<file path="src/hdl/i2cms_pkg.sv">
// Shared types and constants for the I2C master bit sequencer.
package i2cms_pkg;

  localparam int BITS_PER_BYTE = 8;
  localparam int SEG_W         = $clog2(2 * BITS_PER_BYTE);
  localparam int QUEUE_DEPTH   = 2;
  localparam int QPTR_W        = $clog2(QUEUE_DEPTH);
  localparam int QCNT_W        = $clog2(QUEUE_DEPTH + 1);

  typedef enum logic [2:0] {
    ACT_TICK  = 3'd0,
    ACT_START = 3'd1,
    ACT_STOP  = 3'd2,
    ACT_WRITE = 3'd3,
    ACT_READ  = 3'd4,
    ACT_ACK   = 3'd5,
    ACT_NACK  = 3'd6,
    ACT_WAIT  = 3'd7
  } action_t;

  // One classified beat as it waits in the front queue.
  typedef struct packed {
    logic                     is_cmd;
    action_t                  action;
    logic [BITS_PER_BYTE-1:0] write_data;
    logic                     sda_line;
  } item_t;

  // Sequencer state seen by the top level.
  typedef struct packed {
    logic             busy;
    logic [SEG_W-1:0] seg;
    action_t          cmd;
  } back_status_t;

endpackage

</file>
<file path="src/hdl/i2cms_front.sv">
// Front end: accept input beats, classify them and buffer them in a short queue.
module i2cms_front (
  input  logic                  clk,
  input  logic                  rst_n,
  input  logic                  in_tvalid,
  output logic                  in_tready,
  input  logic [15:0]           in_tdata,
  input  logic [2:0]            in_tuser,
  output logic                  q_valid,
  input  logic                  q_ready,
  output i2cms_pkg::item_t      q_item
);

  i2cms_pkg::item_t                  mem_r [i2cms_pkg::QUEUE_DEPTH];
  logic [i2cms_pkg::QPTR_W-1:0]      wr_ptr_r, wr_ptr_nxt;
  logic [i2cms_pkg::QPTR_W-1:0]      rd_ptr_r, rd_ptr_nxt;
  logic [i2cms_pkg::QCNT_W-1:0]      count_r, count_nxt;
  logic                              push, pop;
  i2cms_pkg::item_t                  item_in;

  // Classify: anything other than a tick is a bus command.
  always_comb begin
    item_in.action     = i2cms_pkg::action_t'(in_tuser);
    item_in.is_cmd     = (item_in.action != i2cms_pkg::ACT_TICK);
    item_in.write_data = in_tdata[i2cms_pkg::BITS_PER_BYTE-1:0];
    item_in.sda_line   = in_tdata[i2cms_pkg::BITS_PER_BYTE];
  end

  assign in_tready = (count_r != i2cms_pkg::QCNT_W'(i2cms_pkg::QUEUE_DEPTH));
  assign q_valid   = (count_r != '0);
  assign q_item    = mem_r[rd_ptr_r];
  assign push      = in_tvalid && in_tready;
  assign pop       = q_valid && q_ready;

  always_comb begin
    wr_ptr_nxt = wr_ptr_r;
    rd_ptr_nxt = rd_ptr_r;
    count_nxt  = count_r;
    if (push) begin
      wr_ptr_nxt = (wr_ptr_r == i2cms_pkg::QPTR_W'(i2cms_pkg::QUEUE_DEPTH - 1)) ?
                   '0 : wr_ptr_r + 1'b1;
    end
    if (pop) begin
      rd_ptr_nxt = (rd_ptr_r == i2cms_pkg::QPTR_W'(i2cms_pkg::QUEUE_DEPTH - 1)) ?
                   '0 : rd_ptr_r + 1'b1;
    end
    if (push && !pop) begin
      count_nxt = count_r + 1'b1;
    end else if (pop && !push) begin
      count_nxt = count_r - 1'b1;
    end
  end

  always_ff @(posedge clk) begin
    if (!rst_n) begin
      wr_ptr_r <= '0;
      rd_ptr_r <= '0;
      count_r  <= '0;
    end else begin
      wr_ptr_r <= wr_ptr_nxt;
      rd_ptr_r <= rd_ptr_nxt;
      count_r  <= count_nxt;
    end
  end

  always_ff @(posedge clk) begin
    if (push) begin
      mem_r[wr_ptr_r] <= item_in;
    end
  end

endmodule

</file>
<file path="src/hdl/i2cms_back.sv">
// Back end: bus segment sequencer and registered result beat.
module i2cms_back (
  input  logic                     clk,
  input  logic                     rst_n,
  input  logic                     q_valid,
  output logic                     q_ready,
  input  i2cms_pkg::item_t         q_item,
  output logic                     out_tvalid,
  input  logic                     out_tready,
  output logic [15:0]              out_tdata,
  output i2cms_pkg::back_status_t  status
);

  localparam int BW = i2cms_pkg::BITS_PER_BYTE;
  localparam int SW = i2cms_pkg::SEG_W;

  i2cms_pkg::action_t  cmd_r, cmd_nxt;
  logic [SW-1:0]       seg_r, seg_nxt;
  logic [BW-1:0]       shift_r, shift_nxt;
  logic                busy_r, busy_nxt;
  logic                ack_r, ack_nxt;
  logic                scl_r, scl_nxt;
  logic                sda_r, sda_nxt;
  logic                out_valid_r, out_valid_nxt;
  logic [15:0]         out_data_r, out_data_nxt;
  logic                done, rej;
  logic [BW-1:0]       rbyte;
  logic [SW-1:0]       seg_last, seg_inc;
  logic [1:0]          lv;

  // Line levels {scl, sda} for a command's segment.
  function automatic logic [1:0] seg_levels(i2cms_pkg::action_t cmd, logic [SW-1:0] seg,
                                            logic [BW-1:0] shreg);
    logic [SW-2:0] bidx;
    logic [1:0]    r;
    bidx = seg[SW-1:1];
    r    = 2'b11;
    unique case (cmd)
      i2cms_pkg::ACT_START: r = {1'b1, (seg == '0)};
      i2cms_pkg::ACT_STOP:  r = {(seg != '0), (seg == SW'(2))};
      i2cms_pkg::ACT_ACK:   r = {(seg == SW'(1)), 1'b0};
      i2cms_pkg::ACT_NACK,
      i2cms_pkg::ACT_WAIT:  r = {(seg == SW'(1)), 1'b1};
      i2cms_pkg::ACT_WRITE: r = {seg[0], shreg[(SW-1)'(BW - 1) - bidx]};
      i2cms_pkg::ACT_READ:  r = {seg[0], 1'b1};
      default:              r = 2'b11;
    endcase
    return r;
  endfunction

  assign q_ready = !out_valid_r || out_tready;

  always_comb begin
    unique case (cmd_r)
      i2cms_pkg::ACT_START:                      seg_last = SW'(1);
      i2cms_pkg::ACT_WRITE, i2cms_pkg::ACT_READ: seg_last = SW'(2 * BW - 1);
      default:                                   seg_last = SW'(2);
    endcase
  end

  assign seg_inc = seg_r + 1'b1;

  always_comb begin
    cmd_nxt   = cmd_r;
    seg_nxt   = seg_r;
    shift_nxt = shift_r;
    busy_nxt  = busy_r;
    ack_nxt   = ack_r;
    scl_nxt   = scl_r;
    sda_nxt   = sda_r;
    done      = 1'b0;
    rej       = 1'b0;
    rbyte     = '0;
    lv        = 2'b11;
    if (busy_r) begin
      if (q_item.is_cmd) begin
        rej = 1'b1;
      end else begin
        if (cmd_r == i2cms_pkg::ACT_READ && seg_r[0]) begin
          shift_nxt = {shift_r[BW-2:0], q_item.sda_line};
        end
        if (cmd_r == i2cms_pkg::ACT_WAIT && seg_r == SW'(1)) begin
          ack_nxt = q_item.sda_line;
        end
        if (seg_r == seg_last) begin
          done     = 1'b1;
          busy_nxt = 1'b0;
          seg_nxt  = '0;
          cmd_nxt  = i2cms_pkg::ACT_TICK;
          if (cmd_r == i2cms_pkg::ACT_READ) begin
            rbyte = shift_nxt;
          end
        end else begin
          seg_nxt = seg_inc;
          lv      = seg_levels(cmd_r, seg_inc, shift_r);
          scl_nxt = lv[1];
          sda_nxt = lv[0];
        end
      end
    end else if (q_item.is_cmd) begin
      cmd_nxt  = q_item.action;
      seg_nxt  = '0;
      busy_nxt = 1'b1;
      if (q_item.action == i2cms_pkg::ACT_WRITE) begin
        shift_nxt = q_item.write_data;
      end else if (q_item.action == i2cms_pkg::ACT_READ) begin
        shift_nxt = '0;
      end
      lv      = seg_levels(q_item.action, '0, shift_nxt);
      scl_nxt = lv[1];
      sda_nxt = lv[0];
    end
    out_data_nxt = {2'b00, rej, ack_nxt, rbyte, done, busy_nxt, sda_nxt, scl_nxt};
    out_valid_nxt = (q_valid && q_ready) ? 1'b1 : (out_valid_r && !out_tready);
  end

  always_ff @(posedge clk) begin
    if (!rst_n) begin
      cmd_r       <= i2cms_pkg::ACT_TICK;
      seg_r       <= '0;
      shift_r     <= '0;
      busy_r      <= 1'b0;
      ack_r       <= 1'b1;
      scl_r       <= 1'b1;
      sda_r       <= 1'b1;
      out_valid_r <= 1'b0;
    end else begin
      out_valid_r <= out_valid_nxt;
      if (q_valid && q_ready) begin
        cmd_r   <= cmd_nxt;
        seg_r   <= seg_nxt;
        shift_r <= shift_nxt;
        busy_r  <= busy_nxt;
        ack_r   <= ack_nxt;
        scl_r   <= scl_nxt;
        sda_r   <= sda_nxt;
      end
    end
  end

  always_ff @(posedge clk) begin
    if (q_valid && q_ready) begin
      out_data_r <= out_data_nxt;
    end
  end

  assign out_tvalid  = out_valid_r;
  assign out_tdata   = out_data_r;
  assign status.busy = busy_r;
  assign status.seg  = seg_r;
  assign status.cmd  = cmd_r;

endmodule

</file>
<file path="src/hdl/i2c_master_bit_sequencer_unit.sv">
// Top level of the I2C master bit sequencer: front queue, back sequencer, checks.
//
// Usage:
//   Input beats carry a kind in in_tuser (tick or one of the bus commands)
//   plus the write byte and the sampled SDA level in in_tdata. While idle
//   the sequencer takes one command; each later tick beat ends the current
//   hold segment and starts the next. Every input beat yields exactly one
//   result beat with the SCL level, the SDA drive (1 = released), busy and
//   done flags, the read byte (on the done beat of a read only), the last
//   sampled acknowledge and a rejected flag for commands sent while busy.
//   A beat accepted by the front queue is held there and is then registered
//   into the result register once that register is free, from where it
//   appears on out_*.
//   Throughput: one beat per cycle; the sequencer retires one queue entry
//   per cycle whenever the result register is empty or being drained.
//   Bus timing is set entirely by the spacing of tick beats.
//   Reset (rst_n low, synchronous): queue empty, SCL and SDA high, idle,
//   acknowledge reads as nack. When out_tready stays low the result beat
//   holds, the sequencer pauses, and in_tready drops once the queue fills.
module i2c_master_bit_sequencer_unit (
  input  logic        clk,
  input  logic        rst_n,
  input  logic        in_tvalid,
  output logic        in_tready,
  input  logic [15:0] in_tdata,   // [7:0] write_data, [8] sda_line, [15:9] zero
  input  logic [2:0]  in_tuser,   // [2:0] action
  output logic        out_tvalid,
  input  logic        out_tready,
  output logic [15:0] out_tdata   // [0] scl_out, [1] sda_out, [2] busy_res, [3] done_res,
                                  // [11:4] read_byte, [12] ack_sampled, [13] rejected,
                                  // [15:14] zero
);

  logic                     q_valid;
  logic                     q_ready;
  i2cms_pkg::item_t         q_item;
  i2cms_pkg::back_status_t  status;

  // Accept and classify beats, buffer them ahead of the sequencer.
  i2cms_front u_front (
    .clk       (clk),
    .rst_n     (rst_n),
    .in_tvalid (in_tvalid),
    .in_tready (in_tready),
    .in_tdata  (in_tdata),
    .in_tuser  (in_tuser),
    .q_valid   (q_valid),
    .q_ready   (q_ready),
    .q_item    (q_item)
  );

  // Advance the bus segments and register one result beat per entry.
  i2cms_back u_back (
    .clk        (clk),
    .rst_n      (rst_n),
    .q_valid    (q_valid),
    .q_ready    (q_ready),
    .q_item     (q_item),
    .out_tvalid (out_tvalid),
    .out_tready (out_tready),
    .out_tdata  (out_tdata),
    .status     (status)
  );

  // Idle sequencer sits at segment zero with no command latched.
  a_idle_clean: assert property (@(posedge clk) disable iff (!rst_n)
    !status.busy |-> (status.seg == '0) && (status.cmd == i2cms_pkg::ACT_TICK))
    else $error("idle sequencer holds stale segment or command");

  // A done beat always reports the sequencer as no longer busy.
  a_done_not_busy: assert property (@(posedge clk) disable iff (!rst_n)
    out_tvalid && out_tdata[3] |-> !out_tdata[2])
    else $error("done beat reports busy");

  // The read byte is zero except on a done beat.
  a_rbyte_only_done: assert property (@(posedge clk) disable iff (!rst_n)
    out_tvalid && !out_tdata[3] |-> (out_tdata[11:4] == 8'h00))
    else $error("read byte nonzero outside a done beat");

  // A command entering the sequencer while busy leaves the segment untouched.
  a_reject_holds: assert property (@(posedge clk) disable iff (!rst_n)
    q_valid && q_ready && q_item.is_cmd && status.busy |=> $stable(status.seg))
    else $error("rejected command disturbed the segment counter");

endmodule
</file>
<file path="config.mk">
export PLATFORM = sky130hd
export DESIGN_NAME = i2c_master_bit_sequencer_unit
export DESIGN_NICKNAME = d
export VERILOG_FILES = /design/src/hdl/i2cms_pkg.sv /design/src/hdl/i2cms_front.sv /design/src/hdl/i2cms_back.sv /design/src/hdl/i2c_master_bit_sequencer_unit.sv
export SDC_FILE = /design/constraint.sdc
export NUM_CORES = 1
export LEC_CHECK = 0
export BUFFER_PORTS_ARGS = -buffer_cell sky130_fd_sc_hd__clkbuf_2
export CAP_MARGIN = 20
export CORE_MARGIN = 2
export CORE_UTILIZATION = 36
export CTS_BUF_LIST = sky130_fd_sc_hd__clkbuf_8
export CTS_CLUSTER_SIZE = 8
export DETAILED_ROUTE_END_ITERATION = 6
export MAX_ROUTING_LAYER = met4
export SYNTH_ARGS = -nofsm -noshare
export SYNTH_HDL_FRONTEND = slang
export SYNTH_SLANG_ARGS = --single-unit
</file>
<file path="constraint.sdc">
create_clock -name clk -period 2.4 [get_ports clk]
set_input_delay 0.36 -clock clk [delete_from_list [all_inputs] [get_ports clk]]
set_output_delay 0.36 -clock clk [all_outputs]
set_load 0.01 [all_outputs]
</file>
==> run metrics, run 1 <==
Post-synth top flop edfxtp_1; RSZ-0062 raised after global routing no; setup_tns 0 ns; met3 GRT Util 0.0362; Comb power frac 0.326; count leader, synth edfxtp_1; IO buf count 31; first-pass GRT wire length roughly 11 mm; sequential fraction of design power 0.399; Slew @ Worst Pin around 0.60 ns; switching pwr between 1 and 1.5 mW; Die Ht between 100 and 150 um; clock sink count 65; worst endpoint required time between 2 and 2.5 ns; initial antenna violation count 0; worst-skew pair later-pin latency 0.34 ns; share of cells above drive strength 1 0.278; max_cap viols 0; vias per std cell between 5 and 6; CP startpoint u_back.seg_r[0]; post-route ant nets 0; largest stage delay on the critical path between 0.5 and 0.6 ns; Post-Synthesis Cells 290; TritonCTS clock tree yes; switching share of total power 0.330; Max rail drop VDD about 0.48 mV; peak-usage layer in the global routing report met2; Num CTS Buffers 9; DP HPWL approximately 4.6 mm; worst-path cell chain nand3_2, xor2_2, mux4_2, nor4b_4, a311oi_2, a221oi_1; nets about 360; Ys Warns 0; Reg2Reg Depth 6; Hold Path Origin in_tdata[0]; Int Pwr roughly 2.8 mW; Area contributors post-synth edfxtp_1 36%, dfxtp_1 15%, mux2_2 5.4%; register area share after synthesis 0.512; clock root cell clkbuf_8; gpl congestion 0.904; fin crit period about 2.3 ns; hold path depth 1; Post-Layout Cell Count between 400 and 500; number of global-route vias before repair ~2300; cell family with most CP delay multiplexers; GRT met2 Usage 0.227; mapped cell area approximately 3300 sq um; number of antenna diodes 0; Overflow after GRT 0; Starting Density 0.365; pin count of the biggest net entering global routing 31; Setup WS pre-CTS between 0.09 and 0.1 ns; Commonest cells post-synth 40 x edfxtp_1, 25 x dfxtp_1, 22 x nand2_1; Setup violations, final 0; Inst Count DP 426; Async SR Flop Fraction 0; Slew HR 0.599; Starting DRT DRC Count ~110; Clock power frac 0.275; WP buf/inv 0; drt total wl between 6 and 7 mm; Tcrit/Tclk final 0.948; Max Root-Sink Buffers 2; Tot GR Track Use 0.145; met1 usage 0.179; Worst setup SP type flip-flop; post-synth top area share 0.361; vias roughly 2300; Lkg Pwr 1.53 nW; DR WL/cell approximately 14 um; DRC 0; Pwr Density around 1100 nW/um^2; Slowest-stage cell, CP mux4_2; Max H-tree Level 3; Post-synth EDFFs 40; Placeable Area 9110 sq um; Die ar. 10000 sq um; arrival time worst endpoint approximately 2.4 ns; Crit Path Class reg2reg; IO Pins 41; Avg Synthesized Cell Area 11.5 sq um; Synth area leader edfxtp_1; synth unique cells 64; critical path depth 6; crit end category flip-flop; reg2reg start u_back.seg_r[0]; Core Rows 35; FMAX 440 MHz; Fillers about 890; area grow syn2layout 16.3%; Layout Skew between 0.008 and 0.009 ns; HP Class in2reg; final slew viol count 0; #FFs+latches synth 65; clock slew at reported path FFs 0.08 ns; outcome completed; Final Hold Viols 0; DRT Pass-1 Iters 4; Die Span X between 100 and 150 um; final setup margin 0.125 ns; Max FO, Critical Path 7; total power 4.19 mW
[through the flow]
step / hold WS [ns] / utilization / area (sq um)
floorplan: 0.459 / - / 3330
global placement: 0.475 / 0.397 / 3620
detailed placement: 0.496 / 0.397 / 3620
CTS: 0.183 / 0.424 / 3860
global route: 0.176 / 0.424 / 3870
finish: 0.199 / 0.424 / 3870
[sequential cells by signal (all words and copies together) (netlist names), 2 cells and up, named ones only]
name and flops:
u_back.out_tdata 14, u_front.mem_r 26, u_front.count_r 2, u_back.shift_r 8
u_back.cmd_r 3, u_back.seg_r 4
[cells by family after synthesis]
kind of cell / after synthesis / share of synthesized area
simple gates: 96 / 0.167
buf+inv: 30 / 0.0451
fa+ha+maj: 7 / 0.0263
mux: 29 / 0.101
compound gates: 56 / 0.130
xor+xnor: 6 / 0.0181
flops: 65 / 0.512
other cells: 1 / 0.00113
[path summary, 6_finish.rpt]
path / endpoint / slack [ns]
min: u_front.mem_r[1][1] / 0.20
max: u_back.out_tdata[1] / 0.13
min reg2reg: u_back.scl_r / 0.51
max reg2reg: u_back.out_tdata[1] / 0.13
[cell type report]
type	instances	area (sq um)	area share
Clock buffer	9	124	0.0320
Clock inverter	7	125	0.0324
Inverter	8	30.0	0.00777
Multi-Input combinational cell	196	1480	0.382
Sequential cell	65	1700	0.440
Tap cell	111	139	0.0359
Timing Repair Buffer	46	268	0.0693
[power groups by stage]
| stage | Sequential (mW) | Clock (mW) | Combinational, mW |
|---|---|---|---|
| 6_report | 1.67 | 1.15 | 1.37 |
| 5_1_grt | 1.71 | 1.23 | 1.54 |
| 4_1_cts | 1.67 | 1.18 | 1.38 |
| 3_5_place_dp | 1.70 | 0 | 1.37 |
| 3_3_place_gp | 1.69 | 0 | 1.36 |
| 2_1_floorplan | 1.70 | 0 | 0.953 |
[cells in the final DEF, fill, tap and decap left out, types with 7 or more instances in the layout]
cell type,count
mux2_2,16
nor2_1,15
a22oi_1,8
clkbuf_2,31
dfxtp_1,24
edfxtp_1,40
nor2b_1,11
and2_1,10
nand2_1,22
inv_1,8
clkbuf_8,9
buf_4,15
ha_1,7
mux2i_1,11
[worst register-to-register path, delay by kind of cell, from the launching register on]
family	cells	cell delay (ns)
multiplexers	1	0.54
AO/OA/AOI/OAI	2	0.48
AND/OR/NAND/NOR	2	0.26
flip-flops	1	0.46
XOR/XNOR	1	0.26
[layer usage]
metal,wire [um],vias up
met5,0,-
met1,2940,1094
met4,90,0
met3,244,9
li1,-,1140
met2,3030,44
[what timing repair did]
action                     4_1_cts  5_1_grt
hold buffers                     0        0
buffers inserted                 0        0
resized for setup                0        1
setup endpoints to repair        0        1
Power figures use the tool's default switching activity.
==> run 2, diff against run 1 <==
- SETUP_SLACK_MARGIN: default -> 0.3
==> run 2 against run 1 <==
Compared with the run above:
- highest routed layer unchanged
- design area rose by 2.7%
- largest power group unchanged
- flip-flop and latch count did not move
- first-iteration DRC count up 0.95%
- sequential power about the same
- critical path type unchanged
- die area is the same
==> run metrics, run 2 (same netlist as run 1, synthesis figures left out) <==
gpl congestion between 0.9 and 1; DR WL/cell ~15 um; Slew HR 0.603; number of antenna diodes 0; Max FO, Critical Path 7; max_cap viols 0; setup_tns 0 ns; first-pass GRT wire length approximately 11 mm; share of cells above drive strength 1 0.310; Die Ht 100 um; clock sink count 65; Crit Path Class reg2reg; Worst setup SP type flip-flop; worst-path cell chain inv_1, buf_4, ha_1, a32o_1, a211o_1, a311oi_4, a221oi_2; clock root cell clkbuf_8; worst-skew pair later-pin latency between 0.3 and 0.4 ns; Die Span X 100 um; Worst R2R Setup Slack 0.32 ns; TritonCTS clock tree yes; max reg flops 26; most frequent cells in the layout 40 x edfxtp_1, 31 x clkbuf_2, 22 x nand2_1; IO Pins 41; final slew viol count 0; pin count of the biggest net entering global routing 31; cts hold-fix bufs 0; arrival time worst endpoint ~2.2 ns; most common cell after layout, fill and taps aside edfxtp_1; Overflow after GRT 0; IO buf count 31; Core Rows 35; Placeable Area 9110 sq um; worst endpoint required time about 2.5 ns; area grow syn2layout 19.4%; crit end category flip-flop; reg2reg start u_back.seg_r[1]; Lkg Pwr 1.55 nW; Die ar. about 10000 sq um; Starting Density 0.365; Layout Skew approximately 0.0074 ns; nets 357; Worst R2R End u_back.out_tdata[1]; outcome completed; FMAX approximately 480 MHz; RSZ-0062 raised after global routing yes; Num CTS Buffers 9; vias approximately 2300; drt total wl 6.44 mm; vias per std cell between 5 and 6; Starting DRT DRC Count 106; placed cell areas 3620 sq um; Max rail drop VDD just under 0.5 mV; HP Class in2reg; Setup violations, final 0; Final Hold Viols 0; number of global-route vias before repair roughly 2300; Max Root-Sink Buffers 2; DP HPWL 4.56 mm; Pwr Density between 1000 and 1500 nW/um^2; DRT Pass-1 Iters 4; Slew @ Worst Pin 0.595 ns; CP Capture Point u_back.out_tdata[1]; final instance area between 3000 and 4000 sq um; fin crit period approximately 2.1 ns; Setup WS pre-CTS roughly 0.09 ns; Most flops, register u_front.mem_r; final setup margin about 0.32 ns; post-route ant nets 0; clock slew at reported path FFs about 0.08 ns; Tot GR Track Use 0.146; Slowest-stage cell, CP dfxtp_4; initial antenna violation count 0; largest stage delay on the critical path ~0.4 ns; Max H-tree Level 3; DRC 0; CP startpoint u_back.seg_r[1]; Reg2Reg Depth 7; Tcrit/Tclk final 0.867
## run 2: worst max-delay path: cells and delay by family (launching register included)
family | cells | cell delay, ns
flops | 1 | 0.40
fa+ha+maj | 1 | 0.21
buf+inv | 2 | 0.24
compound gates | 4 | 0.98
## run 2: timing repair
item / 4_1_cts / 5_1_grt
resized for setup: 8 / 10
endpoints found under the hold margin: 0 / 0
endpoints found under the setup margin: 4 / 22
pin swaps: 1 / 0
buffers inserted: 1 / 0
## run 2: worst min path at each step
| stage | startpoint | slack [ns] | depth (start not counted) | to |
|---|---|---|---|---|
| after floorplan | in_tdata[8] | 0.46 | 0 | u_front.mem_r[0][0] |
| after global placement | u_back.scl_r | 0.47 | 1 | u_back.scl_r |
| after detailed placement | u_back.scl_r | 0.50 | 1 | u_back.scl_r |
| after CTS | in_tdata[3] | 0.18 | 1 | u_front.mem_r[0][4] |
| after global routing | in_tdata[3] | 0.18 | 1 | u_front.mem_r[0][4] |
| final | in_tdata[0] | 0.20 | 1 | u_front.mem_r[1][1] |
## run 2: layer usage
metal  vias up  GRT usage  share of wire
met3         9     0.0362          0.041
met5         -          -              0
met4         0     0.0580          0.013
met1      1134      0.180           0.46
met2        37      0.232           0.49
li1       1142          -              -
## run 2: power by group
group / switching [mW] / internal, mW
registers: 0.162 / 1.51
clock network: 0.452 / 0.700
logic: 0.806 / 0.627
## run 2: through the flow
stage	total power, mW	hold slack [ns]	cells	util
global placement	3.05	0.475	426	0.397
detailed placement	3.07	0.496	426	0.397
global route	4.55	0.176	443	0.436
CTS	4.26	0.183	443	0.430
finish	4.26	0.200	443	0.436
floorplan	2.65	0.459	291	-
## run 2: layout make-up
class,instances,area [sq um]
multi-input cells,196,1570
well taps,111,139
repair buffers,47,275
clock inverters,7,125
fillers,884,5140
clock buffers,9,124
flip-flops and latches,65,1710
inverters,8,30.0
==> run 3, diff against run 2 <==
- REMOVE_ABC_BUFFERS: default -> 1
==> run 3 against run 2 <==
Compared with the run above:
- sequential share of layout area rose by 0.80 points
- combinational power about the same
- critical path type unchanged
- first-iteration DRC count rose by 55%
- worst hold slack better by 0.0031 ns
- design area shrank 1.7%
- utilization is 0.73 points lower
- setup slack better by 0.028 ns
- sequential power is essentially flat
- critical path depth shrank 1
- flip-flop and latch count stayed put
- global-route usage grew 0.066 points
==> run metrics, run 3 (same netlist as run 1, synthesis figures left out) <==
wire length on met2 between 3 and 4 mm; final slew viol count 0; total power ~4 mW; met3 wire len approximately 300 um; Layout Skew ~0.010 ns; crit end category flip-flop; Die ar. between 10000 and 15000 sq um; initial antenna violation count 0; pin count of the biggest net entering global routing 22; drt total wl 6.57 mm; number of global-route vias before repair 2303; hold path depth 1; outcome completed; Reg2Reg Depth 6; HP Class in2reg; Worst R2R End u_back.out_tdata[1]; Tot GR Track Use 0.147; Die Ht approximately 100 um; Final Hold Viols 0; Lkg Pwr ~1.6 nW; most common cell after layout, fill and taps aside edfxtp_1; Core Rows 35; register area between 1500 and 2000 sq um; Max rail drop VDD around 0.49 mV; reg2reg start u_back.seg_r[1]; Max FO, Critical Path 7; Num CTS Buffers 9; Fillers between 800 and 900; gpl congestion 0.897; area grow syn2layout 17.4%; FMAX 487 MHz; max reg flops 26; Crit Path Class reg2reg; DRT Pass-1 Iters 4; number of antenna diodes 0; Most flops, register u_front.mem_r; vias roughly 2300; fin crit period roughly 2 ns; TritonCTS clock tree yes; Starting DRT DRC Count 164; Slew @ Worst Pin just under 0.6 ns; clock root cell clkbuf_8; Pwr Density about 1100 nW/um^2; DRC 0; setup_tns 0 ns; Post-Route M1 WL 3.07 mm; RSZ-0062 raised after global routing yes; Tcrit/Tclk final 0.856; IO Pins 41; nets approximately 360; DP HPWL 4.72 mm; Slew HR 0.605; Placeable Area 9110 sq um; clock slew at reported path FFs around 0.070 ns; clock sink count between 60 and 70; Max H-tree Level 3; Die Span X around 100 um; first-pass GRT wire length ~11 mm; IO buf count 31; Overflow after GRT 0; Hold Path Origin in_tdata[8]; Setup violations, final 0; Worst R2R Setup Slack 0.35 ns; Worst setup SP type flip-flop; Max Root-Sink Buffers 2; Starting Density 0.365; arrival time worst endpoint 2.12 ns; worst endpoint required time ~2.5 ns; Multi-input gate area about 1500 sq um; Core Util, Final 0.429; post-route ant nets 0; most frequent cells in the layout 40 x edfxtp_1, 31 x clkbuf_2, 22 x nand2_1; uppermost layer routed met4; share of cells above drive strength 1 0.301; worst-skew pair later-pin latency about 0.34 ns; max_cap viols 0; vias per std cell approximately 5.2; DR WL/cell around 15 um; Worst Hold End u_front.mem_r[0][0]
==> run 3: changes by cell type in the layout (fill, tap and decap cells not counted), sizes merged <==
cell / previous run / this run
clkbuf: 40 / 41
buf: 16 / 20
inv: 10 / 9
clkinv: 2 / 3
bufinv: 3 / 2
==> run 3: per-layer routing <==
metal | global-route usage | vias to the layer above
met1 | 0.191 | 1120
met4 | 0.0485 | 0
li1 | - | 1153
met5 | - | -
met3 | 0.0411 | 8
met2 | 0.223 | 48
==> run 3: area by class of cell <==
type	count	share of cell area
inverter	8	0.00769
multi-input combinational	196	0.384
clock inverter	6	0.0212
sequential	65	0.438
tap	111	0.0356
timing repair buffer	51	0.0782
clock buffer	10	0.0353
==> run 3: how the worst max path moves through the flow <==
stage | startpoint | end | slack [ns] | cells past startpoint
3_5_place_dp | u_back.seg_r[0] | u_back.out_tdata[1] | 0.16 | 5
2_1_floorplan | flip-flop | u_back.shift_r[5] | -0.1 | 6
6_report | u_back.seg_r[1] | u_back.out_tdata[1] | 0.35 | 6
3_3_place_gp | u_back.seg_r[0] | u_back.out_tdata[1] | 0.19 | 6
5_1_grt | u_back.seg_r[1] | u_back.out_tdata[1] | 0.25 | 6
4_1_cts | u_back.seg_r[0] | u_back.out_tdata[1] | 0.31 | 6
==> run 3: power by group <==
group	internal (mW)	leakage (nW)	total, mW	switching, mW
sequential	1.52	0.581	1.69	0.171
clock	0.607	0.117	1.02	0.408
combinational	0.622	0.853	1.41	0.785
==> run 3: critical path: stages, from the launching register on <==
cell      delay (ns)
dfxtp_4         0.39
nand3_2         0.13
xor2_4          0.19
mux4_2          0.53
nor4b_4         0.15
a311oi_2        0.25
a221oi_1        0.15
==> run 3: metrics by stage <==
| step | hold WS, ns | setup WS (ns) | instances | area, sq um |
|---|---|---|---|---|
| floorplan | 0.449 | -0.0999 | 269 | 3210 |
| global placement | 0.474 | 0.189 | 430 | 3650 |
| detailed placement | 0.488 | 0.158 | 430 | 3650 |
| CTS | 0.191 | 0.310 | 447 | 3900 |
| global route | 0.188 | 0.249 | 447 | 3900 |
| finish | 0.203 | 0.346 | 447 | 3900 |
==> run 3: timing repair <==
item | 4_1_cts | 5_1_grt
endpoints found under the hold margin | 0 | 0
setup endpoints to repair | 3 | 14
hold buffers | 0 | 0
gates resized for setup | 7 | 3
pin swaps | 1 | 1
buffers inserted | 1 | 0
